==> src/rtl/core/uihb_pkg.sv <==
// shared types, constants and register map of the udp/ipv4 header builder
package uihb_pkg;

    localparam int HDR_MAX  = 46;   // header bytes with an 802.1q tag
    localparam int HDR_BASE = 42;   // header bytes without a tag
    localparam int IDX_W    = 6;
    localparam int TAIL_LEN = 30;   // ethertype + ip + udp bytes
    localparam int TAIL_W   = 5;
    localparam int SUM_W    = 19;   // room for seven 16-bit words

    localparam logic [15:0] ETH_LEN   = 16'd14;
    localparam logic [15:0] TAG_LEN   = 16'd4;
    localparam logic [15:0] IP_LEN    = 16'd20;
    localparam logic [15:0] UDP_LEN   = 16'd8;
    localparam logic [15:0] TPID_TAG  = 16'h8100;
    localparam logic [15:0] TYPE_IPV4 = 16'h0800;
    localparam logic [7:0]  VER_IHL   = 8'h45;
    localparam logic [7:0]  PROTO_UDP = 8'h11;

    // register indexes, each at byte address 8*index
    localparam logic [2:0] REG_DST_MAC      = 3'd0;
    localparam logic [2:0] REG_SRC_MAC      = 3'd1;
    localparam logic [2:0] REG_IP_ADDRESSES = 3'd2;
    localparam logic [2:0] REG_UDP_PORTS    = 3'd3;
    localparam logic [2:0] REG_TTL_TOS      = 3'd4;
    localparam logic [2:0] REG_VLAN_ENABLE  = 3'd5;
    localparam logic [2:0] REG_VLAN_PCP     = 3'd6;
    localparam logic [2:0] REG_VLAN_ID      = 3'd7;

    localparam logic [47:0] RST_DST_MAC      = 48'h030000000000;
    localparam logic [47:0] RST_SRC_MAC      = 48'h020000000020;
    localparam logic [63:0] RST_IP_ADDRESSES = 64'h0A000000E0E00000;
    localparam logic [31:0] RST_UDP_PORTS    = 32'h00640064;
    localparam logic [15:0] RST_TTL_TOS      = 16'h0100;
    localparam logic        RST_VLAN_ENABLE  = 1'b0;
    localparam logic [2:0]  RST_VLAN_PCP     = 3'd0;
    localparam logic [11:0] RST_VLAN_ID      = 12'd100;

    typedef struct packed {
        logic [47:0] dst_mac;
        logic [47:0] src_mac;
        logic [63:0] ip_addresses;
        logic [31:0] udp_ports;
        logic [15:0] ttl_tos;
        logic        vlan_enable;
        logic [2:0]  vlan_pcp;
        logic [11:0] vlan_id;
    } t_cfg;

    // one header byte as it travels down the cell row
    typedef struct packed {
        logic             vld;
        logic [7:0]       data;
        logic [IDX_W-1:0] idx;
        logic             last;
        logic             short_flag;
    } t_cell;

endpackage

==> src/rtl/core/uihb_cfg.sv <==
// apb register file holding the header configuration
module uihb_cfg (
    input  logic                 i_clk,
    input  logic                 i_rst_n,
    input  logic                 i_psel,
    input  logic                 i_penable,
    input  logic                 i_pwrite,
    input  logic [5:0]           i_paddr,
    input  logic [63:0]          i_pwdata,
    output logic [63:0]          o_prdata,
    output logic                 o_pready,
    output uihb_pkg::t_cfg       o_cfg
);

    uihb_pkg::t_cfg r_cfg;
    logic           w_wr;
    logic [2:0]     w_sel;

    assign w_wr     = i_psel & i_penable & i_pwrite;
    assign w_sel    = i_paddr[5:3];
    assign o_pready = 1'b1;
    assign o_cfg    = r_cfg;

    always_ff @(posedge i_clk) begin
        if (!i_rst_n) begin
            r_cfg.dst_mac      <= uihb_pkg::RST_DST_MAC;
            r_cfg.src_mac      <= uihb_pkg::RST_SRC_MAC;
            r_cfg.ip_addresses <= uihb_pkg::RST_IP_ADDRESSES;
            r_cfg.udp_ports    <= uihb_pkg::RST_UDP_PORTS;
            r_cfg.ttl_tos      <= uihb_pkg::RST_TTL_TOS;
            r_cfg.vlan_enable  <= uihb_pkg::RST_VLAN_ENABLE;
            r_cfg.vlan_pcp     <= uihb_pkg::RST_VLAN_PCP;
            r_cfg.vlan_id      <= uihb_pkg::RST_VLAN_ID;
        end else if (w_wr) begin
            unique case (w_sel)
                uihb_pkg::REG_DST_MAC:      r_cfg.dst_mac      <= i_pwdata[47:0];
                uihb_pkg::REG_SRC_MAC:      r_cfg.src_mac      <= i_pwdata[47:0];
                uihb_pkg::REG_IP_ADDRESSES: r_cfg.ip_addresses <= i_pwdata;
                uihb_pkg::REG_UDP_PORTS:    r_cfg.udp_ports    <= i_pwdata[31:0];
                uihb_pkg::REG_TTL_TOS:      r_cfg.ttl_tos      <= i_pwdata[15:0];
                uihb_pkg::REG_VLAN_ENABLE:  r_cfg.vlan_enable  <= i_pwdata[0];
                uihb_pkg::REG_VLAN_PCP:     r_cfg.vlan_pcp     <= i_pwdata[2:0];
                uihb_pkg::REG_VLAN_ID:      r_cfg.vlan_id      <= i_pwdata[11:0];
                default: ;
            endcase
        end
    end

    always_comb begin
        unique case (w_sel)
            uihb_pkg::REG_DST_MAC:      o_prdata = {16'd0, r_cfg.dst_mac};
            uihb_pkg::REG_SRC_MAC:      o_prdata = {16'd0, r_cfg.src_mac};
            uihb_pkg::REG_IP_ADDRESSES: o_prdata = r_cfg.ip_addresses;
            uihb_pkg::REG_UDP_PORTS:    o_prdata = {32'd0, r_cfg.udp_ports};
            uihb_pkg::REG_TTL_TOS:      o_prdata = {48'd0, r_cfg.ttl_tos};
            uihb_pkg::REG_VLAN_ENABLE:  o_prdata = {63'd0, r_cfg.vlan_enable};
            uihb_pkg::REG_VLAN_PCP:     o_prdata = {61'd0, r_cfg.vlan_pcp};
            uihb_pkg::REG_VLAN_ID:      o_prdata = {52'd0, r_cfg.vlan_id};
            default:                    o_prdata = 64'd0;
        endcase
    end

endmodule

==> src/rtl/core/uihb_frame_prep.sv <==
// per-frame length and checksum pipeline that assembles the header bytes
module uihb_frame_prep (
    input  logic              i_clk,
    input  logic              i_rst_n,
    input  uihb_pkg::t_cfg    i_cfg,
    input  logic              i_in_vld,
    input  logic [15:0]       i_in_size,
    output logic              o_in_rdy,
    input  logic              i_load,
    output logic              o_frame_vld,
    output uihb_pkg::t_cell   o_load_cells [uihb_pkg::HDR_MAX]
);

    // stage 0: captured request
    logic        r_s0_vld;
    logic [15:0] r_s0_size;
    // stage 1: lengths and partial checksum
    logic                      r_s1_vld;
    logic [15:0]               r_ip_total;
    logic [15:0]               r_udp_total;
    logic                      r_short;
    logic [uihb_pkg::SUM_W-1:0] r_sum;

    logic                       w_s1_take;
    logic [15:0]                w_l2;
    logic [15:0]                w_hdr_len;
    logic [uihb_pkg::SUM_W-1:0] w_cfg_sum;
    logic [uihb_pkg::SUM_W-1:0] w_sum;
    logic [16:0]                w_fold1;
    logic [15:0]                w_fold2;
    logic [15:0]                w_csum;
    logic [7:0]                 w_tail [uihb_pkg::TAIL_LEN];
    logic [5:0]                 w_total;
    logic [15:0]                w_tci;
    logic [31:0]                w_src_ip;
    logic [31:0]                w_dst_ip;

    assign w_s1_take   = r_s0_vld & (~r_s1_vld | i_load);
    assign o_in_rdy    = ~r_s0_vld | w_s1_take;
    assign o_frame_vld = r_s1_vld;

    assign w_src_ip  = i_cfg.ip_addresses[63:32];
    assign w_dst_ip  = i_cfg.ip_addresses[31:0];
    assign w_l2      = i_cfg.vlan_enable ? (uihb_pkg::ETH_LEN + uihb_pkg::TAG_LEN)
                                         : uihb_pkg::ETH_LEN;
    assign w_hdr_len = w_l2 + uihb_pkg::IP_LEN + uihb_pkg::UDP_LEN;

    // fixed part of the ip checksum: every nonzero header word except total length
    assign w_cfg_sum = uihb_pkg::SUM_W'({uihb_pkg::VER_IHL, i_cfg.ttl_tos[7:0]})
                     + uihb_pkg::SUM_W'({i_cfg.ttl_tos[15:8], uihb_pkg::PROTO_UDP})
                     + uihb_pkg::SUM_W'(w_src_ip[31:16])
                     + uihb_pkg::SUM_W'(w_src_ip[15:0])
                     + uihb_pkg::SUM_W'(w_dst_ip[31:16])
                     + uihb_pkg::SUM_W'(w_dst_ip[15:0]);

    always_ff @(posedge i_clk) begin
        if (!i_rst_n) begin
            r_s0_vld <= 1'b0;
            r_s1_vld <= 1'b0;
        end else begin
            if (o_in_rdy) begin
                r_s0_vld <= i_in_vld;
            end
            if (w_s1_take) begin
                r_s1_vld <= 1'b1;
            end else if (i_load) begin
                r_s1_vld <= 1'b0;
            end
        end
    end

    always_ff @(posedge i_clk) begin
        if (o_in_rdy) begin
            r_s0_size <= i_in_size;
        end
        if (w_s1_take) begin
            r_ip_total  <= r_s0_size - w_l2;
            r_udp_total <= r_s0_size - w_l2 - uihb_pkg::IP_LEN;
            r_short     <= (r_s0_size < w_hdr_len);
            r_sum       <= w_cfg_sum;
        end
    end

    // end-around carry fold, two passes leave no carry
    assign w_sum   = r_sum + uihb_pkg::SUM_W'(r_ip_total);
    assign w_fold1 = {1'b0, w_sum[15:0]} + 17'(w_sum[uihb_pkg::SUM_W-1:16]);
    assign w_fold2 = w_fold1[15:0] + 16'(w_fold1[16]);
    assign w_csum  = ~w_fold2;

    assign w_tci   = {i_cfg.vlan_pcp, 1'b0, i_cfg.vlan_id};
    assign w_total = i_cfg.vlan_enable ? 6'(uihb_pkg::HDR_MAX) : 6'(uihb_pkg::HDR_BASE);

    always_comb begin
        w_tail[0]  = uihb_pkg::TYPE_IPV4[15:8];
        w_tail[1]  = uihb_pkg::TYPE_IPV4[7:0];
        w_tail[2]  = uihb_pkg::VER_IHL;
        w_tail[3]  = i_cfg.ttl_tos[7:0];
        w_tail[4]  = r_ip_total[15:8];
        w_tail[5]  = r_ip_total[7:0];
        w_tail[6]  = 8'd0;
        w_tail[7]  = 8'd0;
        w_tail[8]  = 8'd0;
        w_tail[9]  = 8'd0;
        w_tail[10] = i_cfg.ttl_tos[15:8];
        w_tail[11] = uihb_pkg::PROTO_UDP;
        w_tail[12] = w_csum[15:8];
        w_tail[13] = w_csum[7:0];
        w_tail[14] = w_src_ip[31:24];
        w_tail[15] = w_src_ip[23:16];
        w_tail[16] = w_src_ip[15:8];
        w_tail[17] = w_src_ip[7:0];
        w_tail[18] = w_dst_ip[31:24];
        w_tail[19] = w_dst_ip[23:16];
        w_tail[20] = w_dst_ip[15:8];
        w_tail[21] = w_dst_ip[7:0];
        w_tail[22] = i_cfg.udp_ports[31:24];
        w_tail[23] = i_cfg.udp_ports[23:16];
        w_tail[24] = i_cfg.udp_ports[15:8];
        w_tail[25] = i_cfg.udp_ports[7:0];
        w_tail[26] = r_udp_total[15:8];
        w_tail[27] = r_udp_total[7:0];
        w_tail[28] = 8'd0;
        w_tail[29] = 8'd0;
    end

    always_comb begin
        for (int k = 0; k < uihb_pkg::HDR_MAX; k++) begin
            o_load_cells[k].vld        = (6'(k) < w_total);
            o_load_cells[k].idx        = uihb_pkg::IDX_W'(k);
            o_load_cells[k].last       = (6'(k) == (w_total - 6'd1));
            o_load_cells[k].short_flag = r_short;
            if (k < 6) begin
                o_load_cells[k].data = i_cfg.dst_mac[8*(5-k) +: 8];
            end else if (k < 12) begin
                o_load_cells[k].data = i_cfg.src_mac[8*(11-k) +: 8];
            end else if (i_cfg.vlan_enable) begin
                if (k == 12) begin
                    o_load_cells[k].data = uihb_pkg::TPID_TAG[15:8];
                end else if (k == 13) begin
                    o_load_cells[k].data = uihb_pkg::TPID_TAG[7:0];
                end else if (k == 14) begin
                    o_load_cells[k].data = w_tci[15:8];
                end else if (k == 15) begin
                    o_load_cells[k].data = w_tci[7:0];
                end else begin
                    o_load_cells[k].data = w_tail[uihb_pkg::TAIL_W'(k - 16)];
                end
            end else if (k < uihb_pkg::HDR_BASE) begin
                o_load_cells[k].data = w_tail[uihb_pkg::TAIL_W'(k - 12)];
            end else begin
                o_load_cells[k].data = 8'd0;
            end
        end
    end

endmodule

==> src/rtl/core/uihb_cell.sv <==
// one byte cell of the header shift row
module uihb_cell (
    input  logic              i_clk,
    input  logic              i_rst_n,
    input  logic              i_load,
    input  logic              i_shift,
    input  uihb_pkg::t_cell   i_load_cell,
    input  uihb_pkg::t_cell   i_next,
    output uihb_pkg::t_cell   o_cell
);

    uihb_pkg::t_cell r_cell;

    assign o_cell = r_cell;

    always_ff @(posedge i_clk) begin
        if (!i_rst_n) begin
            r_cell.vld <= 1'b0;
        end else if (i_load) begin
            r_cell <= i_load_cell;
        end else if (i_shift) begin
            r_cell <= i_next;
        end
    end

endmodule

==> src/rtl/core/udp_ipv4_header_builder.sv <==
// top level of the ethernet/ipv4/udp header builder
//
// Each request on the slave stream carries one frame length (bytes,
// headers included). The block answers with that frame's header in
// wire order, one byte per output request: 42 bytes, or 46 when the 802.1Q
// tag is enabled. tdata carries the byte and its index, tlast marks the
// final byte and tuser is set on every byte of a frame whose length is
// shorter than the header (the ip and udp lengths are then taken modulo 65536).
// Requests pass a capture register and a length/checksum stage, then the
// whole header is loaded at once into a row of 46 byte cells that
// shifts one byte toward the output each cycle the sink takes one. Cell 0
// is the output register. The next header loads on the same edge that the
// last byte of the current one leaves, so with a ready sink the output
// runs at one byte per cycle, set by the single byte lane at the end of
// the cell row. Two further requests can wait inside.
// Configuration is written over apb at byte address 8*index and should
// only change while no frame is in flight.
module udp_ipv4_header_builder (
    input  logic        i_clk,
    input  logic        i_rst_n,
    // slave stream: tdata[15:0] = frame length
    input  logic        i_s_axis_tvalid,
    output logic        o_s_axis_tready,
    input  logic [15:0] i_s_axis_tdata,
    // master stream: tdata[7:0] = header_byte, [13:8] = byte_index, [15:14] = 0
    output logic        o_m_axis_tvalid,
    input  logic        i_m_axis_tready,
    output logic [15:0] o_m_axis_tdata,
    output logic        o_m_axis_tlast,
    // tuser[0] = too_short
    output logic        o_m_axis_tuser,
    // apb configuration port
    input  logic        i_psel,
    input  logic        i_penable,
    input  logic        i_pwrite,
    input  logic [5:0]  i_paddr,
    input  logic [63:0] i_pwdata,
    output logic [63:0] o_prdata,
    output logic        o_pready
);

    uihb_pkg::t_cfg  w_cfg;
    uihb_pkg::t_cell w_load_cells [uihb_pkg::HDR_MAX];
    uihb_pkg::t_cell w_cells      [uihb_pkg::HDR_MAX];
    logic            w_frame_vld;
    logic            w_load;
    logic            w_shift;

    // register file
    uihb_cfg u_cfg (
        .i_clk     (i_clk),
        .i_rst_n   (i_rst_n),
        .i_psel    (i_psel),
        .i_penable (i_penable),
        .i_pwrite  (i_pwrite),
        .i_paddr   (i_paddr),
        .i_pwdata  (i_pwdata),
        .o_prdata  (o_prdata),
        .o_pready  (o_pready),
        .o_cfg     (w_cfg)
    );

    // lengths, checksum and byte assembly
    uihb_frame_prep u_prep (
        .i_clk        (i_clk),
        .i_rst_n      (i_rst_n),
        .i_cfg        (w_cfg),
        .i_in_vld     (i_s_axis_tvalid),
        .i_in_size    (i_s_axis_tdata),
        .o_in_rdy     (o_s_axis_tready),
        .i_load       (w_load),
        .o_frame_vld  (w_frame_vld),
        .o_load_cells (w_load_cells)
    );

    // the row is filled from cell 0 and shifts as one, so an empty cell 0
    // means an empty row; a new header may also drop in as the last byte
    // of the current one is taken
    assign w_shift = ~w_cells[0].vld | i_m_axis_tready;
    assign w_load  = w_frame_vld &
                     (~w_cells[0].vld | (w_cells[0].last & i_m_axis_tready));

    for (genvar g = 0; g < uihb_pkg::HDR_MAX; g++) begin : g_cell
        uihb_pkg::t_cell w_next;

        // the far end of the row takes in empty cells
        if (g == uihb_pkg::HDR_MAX - 1) begin : g_end
            assign w_next = '0;
        end else begin : g_mid
            assign w_next = w_cells[g+1];
        end

        uihb_cell u_cell (
            .i_clk       (i_clk),
            .i_rst_n     (i_rst_n),
            .i_load      (w_load),
            .i_shift     (w_shift),
            .i_load_cell (w_load_cells[g]),
            .i_next      (w_next),
            .o_cell      (w_cells[g])
        );
    end

    // cell 0 drives the master stream directly
    assign o_m_axis_tvalid = w_cells[0].vld;
    assign o_m_axis_tdata  = {2'b00, w_cells[0].idx, w_cells[0].data};
    assign o_m_axis_tlast  = w_cells[0].last;
    assign o_m_axis_tuser  = w_cells[0].short_flag;

endmodule

==> config.mk <==
export PLATFORM = sky130hd
export DESIGN_NAME = udp_ipv4_header_builder
export DESIGN_NICKNAME = d
export VERILOG_FILES = /design/src/rtl/core/uihb_pkg.sv /design/src/rtl/core/uihb_cfg.sv /design/src/rtl/core/uihb_frame_prep.sv /design/src/rtl/core/uihb_cell.sv /design/src/rtl/core/udp_ipv4_header_builder.sv
export SDC_FILE = /design/constraint.sdc
export NUM_CORES = 2
export LEC_CHECK = 0
export ABC_CLOCK_PERIOD_IN_PS = 38900
export BUFFER_PORTS_ARGS = -buffer_cell sky130_fd_sc_hd__buf_4
export CELL_PAD_IN_SITES_DETAIL_PLACEMENT = 0
export CELL_PAD_IN_SITES_GLOBAL_PLACEMENT = 1
export CORE_ASPECT_RATIO = 1.75
export CORE_MARGIN = 1
export CORE_UTILIZATION = 49
export DETAILED_ROUTE_END_ITERATION = 10
export PLACE_DENSITY = 0.76
export SYNTH_ARGS = -nofsm -noshare
export SYNTH_HDL_FRONTEND = slang
export SYNTH_SLANG_ARGS = --single-unit
==> constraint.sdc <==
create_clock -name i_clk -period 38.9 [get_ports i_clk]
set_clock_uncertainty 0.1 [all_clocks]
set_input_delay 3.89 -clock i_clk [delete_from_list [all_inputs] [get_ports i_clk]]
set_output_delay 3.89 -clock i_clk [all_outputs]
set_load 0.1 [all_outputs]
==> run_results.csv <==
group,metric,value,unit
run_status,status,"finished, final reports clean",
detailed_routing,vias_per_cell,5.495,
hold_path,hold_path_class,"flip-flop to flip-flop",
clock_tree,cts_setup_buffers,0,
detailed_routing,wirelength,105700,µm
floorplan,start_util,0.4963,
logic_synthesis,yosysWarnings,0,
placed_design,place_hpwl,69960,µm
grt,antenna_found_initial,1,
logic_synthesis,synth_seq_area_share,0.6156,
finish,most-common-layout-cells,"nand2_1 (1029), edfxtp_1 (633), dfxtp_1 (271), a21oi_1 (268), and2_1 (230)",
clock_tree,postCtsHoldBufs,0,
logic_synthesis,synthArstFlopShare,0,
grt,grt_pass1_vias,25740,
sta,final-hold-violation-count,0,
clock_tree,ctsResizeCount,0,
sta,min_period_over_period,0.2753,
floorplan,fp.coreArea,0.08005,mm²
grt,grt-ovfl-total,0,
worst_setup_path,cp_cell_sequence,"buf_4, buf_4, nand2_1, buf_4, a2bb2oi_1, o22ai_1, o31ai_1, a21oi_1, buf_4",
power_and_ir_drop,p_per_area,48.70,mW/mm²
worst_setup_path,slowest_stage,"buf_4",
detailed_routing,num_vias,26790,
finish,nets,3957,
clock_tree,clock_path_buffers,3,
worst_setup_path,arrival,6720,ps
power_and_ir_drop,p_leak,17.14,nW
worst_setup_path,crit_path_max_fanout,46,
clock_tree,numCtsBuffers,84,
logic_synthesis,synth_edf_count,633,
grt,grt_pass1_wl,159000,µm
detailed_routing,wl_per_cell,21.69,µm
worst_setup_path,crit_family,"buffers and inverters",
grt,grt_max_degree,253,
finish,area_delta_synth_final,12.19,%
logic_synthesis,syn_area_per_cell,10.74,µm²
sta,tightest_slew,1130,ps
clock_tree,clock_sinks,905,
logic_synthesis,ys_types,78,
power_and_ir_drop,power_frac_clock,0.385,
logic_synthesis,synth_top_area_cell,"edfxtp_1",
finish,drive_gt1_frac,0.1039,
power_and_ir_drop,p_switching,525.7,µW
detailed_routing,first_pass_iters,6,
finish,final.fill_count,7001,
floorplan,rows,137,
power_and_ir_drop,p_total,2.170,mW
sta,clock.fmax,0.09337,GHz
clock_tree,clock_latency,670,ps
clock_tree,h-tree-depth,3,
logic_synthesis,netlist_top_cells_area,"edfxtp_1 (48%), dfxtp_1 (14%), nand2_1 (9.7%), and2_1 (3.6%), a21oi_1 (3.4%)",
sta,setup_viol,0,
power_and_ir_drop,power_frac_seq,0.520,
power_and_ir_drop,switching_share,0.2422,
power_and_ir_drop,comb_power_share,0.095,
logic_synthesis,synthFlopType,"edfxtp_1",
worst_setup_path,r2r_slack,31380,ps
grt,grt_util_all_layers,0.2602,
power_and_ir_drop,ir_drop,0.04651,mV
worst_setup_path,path_class,"primary input to output pin",
clock_tree,clkTransAtPathRegs,60,ps
floorplan,die_h,378.7,µm
sta,fin_setup_tns,0,ps
logic_synthesis,synth_area,0.03973,mm²
worst_setup_path,critical_path.most_common_cell,"buf_4",
clock_tree,cts_tree,"done",
placed_design,place.gp.congestion,0.8902,
worst_setup_path,worstPathRequired,34910,ps
flow_run,drv_cap,0,
logic_synthesis,ys_ff_latch,905,
worst_setup_path,crit_buf_inv,4,
clock_tree,cts_root_buffer,"clkbuf_16",
sta,max_slew_margin,0.2426,
logic_synthesis,synth_top_cell_area_share,0.4785,
detailed_routing,drc,0,
logic_synthesis,syn_inst,3700,
placed_design,port-buffer-count,171,
power_and_ir_drop,p_int,1.645,mW
detailed_routing,drt-initial-drc-count,2440,
worst_setup_path,worstSetupEndpointType,"output pin",
detailed_routing,ant_nets,0,
sta,final_max_slew_viol_count,0,
sta,period_needed,10710,ps
floorplan,die_w,217.2,µm
floorplan,io_pins,178,
finish,final_common_cell,"nand2_1",
worst_setup_path,start_kind,"primary input",
floorplan,dieArea,0.08226,mm²
worst_setup_path,cpPeakStageDelay,760,ps
sta,rsz0062_at_grt,"false",
[path summary, 6_finish.rpt]
kind | start | end | cells past startpoint
worst min-delay path | u_prep.r_s0_size[0] | u_prep.r_ip_total[0] | 0
worst min register to register | u_prep.r_s0_size[0] | u_prep.r_ip_total[0] | 0
worst max-delay path | i_paddr[4] | o_prdata[0] | 9
worst max register to register | u_prep.r_ip_total[0] | g_cell[24].u_cell.o_cell[12] | 29
[logic make-up after synthesis]
family                   share of synthesized area
AO/OA/AOI/OAI                              0.08639
XOR/XNOR                                   0.01543
adder cells (fa/ha/maj)                    0.04050
buffers and inverters                      0.03304
flip-flops                                  0.6156
multiplexers                               0.02643
other                                    0.0001890
AND/OR/NAND/NOR                             0.1825
[state kept, by name, indices dropped and copies added, names as in the netlist]
name,count
g_cell.u_cell.o_cell,627
u_cfg.o_cfg,224
u_prep.o_frame_vld,1
u_prep.r_ip_total,16
u_prep.r_s0_size,16
u_prep.r_s0_vld,1
u_prep.r_short,1
u_prep.r_sum,19
[synth_stat cells, types with 52 or more instances]
cell type  instances
and2_1           230
mux2i_1           52
a21oi_1          268
edfxtp_1         633
o21ai_0           97
nand2b_1          98
nand3_1           55
inv_1            109
nand2_1         1030
nor2_1           108
clkbuf_1         212
a21o_1            66
dfxtp_1          272
[layout make-up]
class,instances,area [µm²],area share
Antenna cell,1,2.502,0.00005615
Clock buffer,111,2316,0.05197
Clock inverter,41,411.6,0.009237
Inverter,112,430.4,0.009658
Multi-Input combinational cell,2450,14020,0.3147
Sequential cell,905,24450,0.5487
Tap cell,1042,1304,0.02925
Timing Repair Buffer,213,1624,0.03644
[through the flow]
stage                     std cells  utilization  hold slack (ps)  setup slack [ps]  area [µm²]
after floorplan                3701            -            300.3              8518       39730
after global placement         4722       0.5226            307.1             28180       41840
after detailed placement       4722       0.5226            306.2             28190       41840
after CTS                      4874       0.5567            321.2             28180       44560
after global routing           4875       0.5567            352.4             28080       44570
final                          4875       0.5567            325.6             28190       44570
[power groups by stage]
stage                     clock network (mW)  registers [mW]  logic [mW]
after detailed placement                   0            1.15       0.208
after floorplan                            0            1.18       0.133
final                                  0.836            1.13       0.207
after CTS                              0.855            1.13       0.209
after global placement                     0            1.15       0.206
after global routing                   0.888            1.13       0.226
[routing by layer]
| metal | track usage | wire length, µm | vias up |
|---|---|---|---|
| met5 | 0 | 0 | - |
| met4 | 0.1483 | 6164 | 0 |
| met3 | 0.03045 | 4921 | 178 |
| met2 | 0.4432 | 52740 | 785 |
| met1 | 0.3194 | 41890 | 13100 |
| li1 | - | - | 12720 |
No activity file was read; power rests on OpenSTA's default activity.
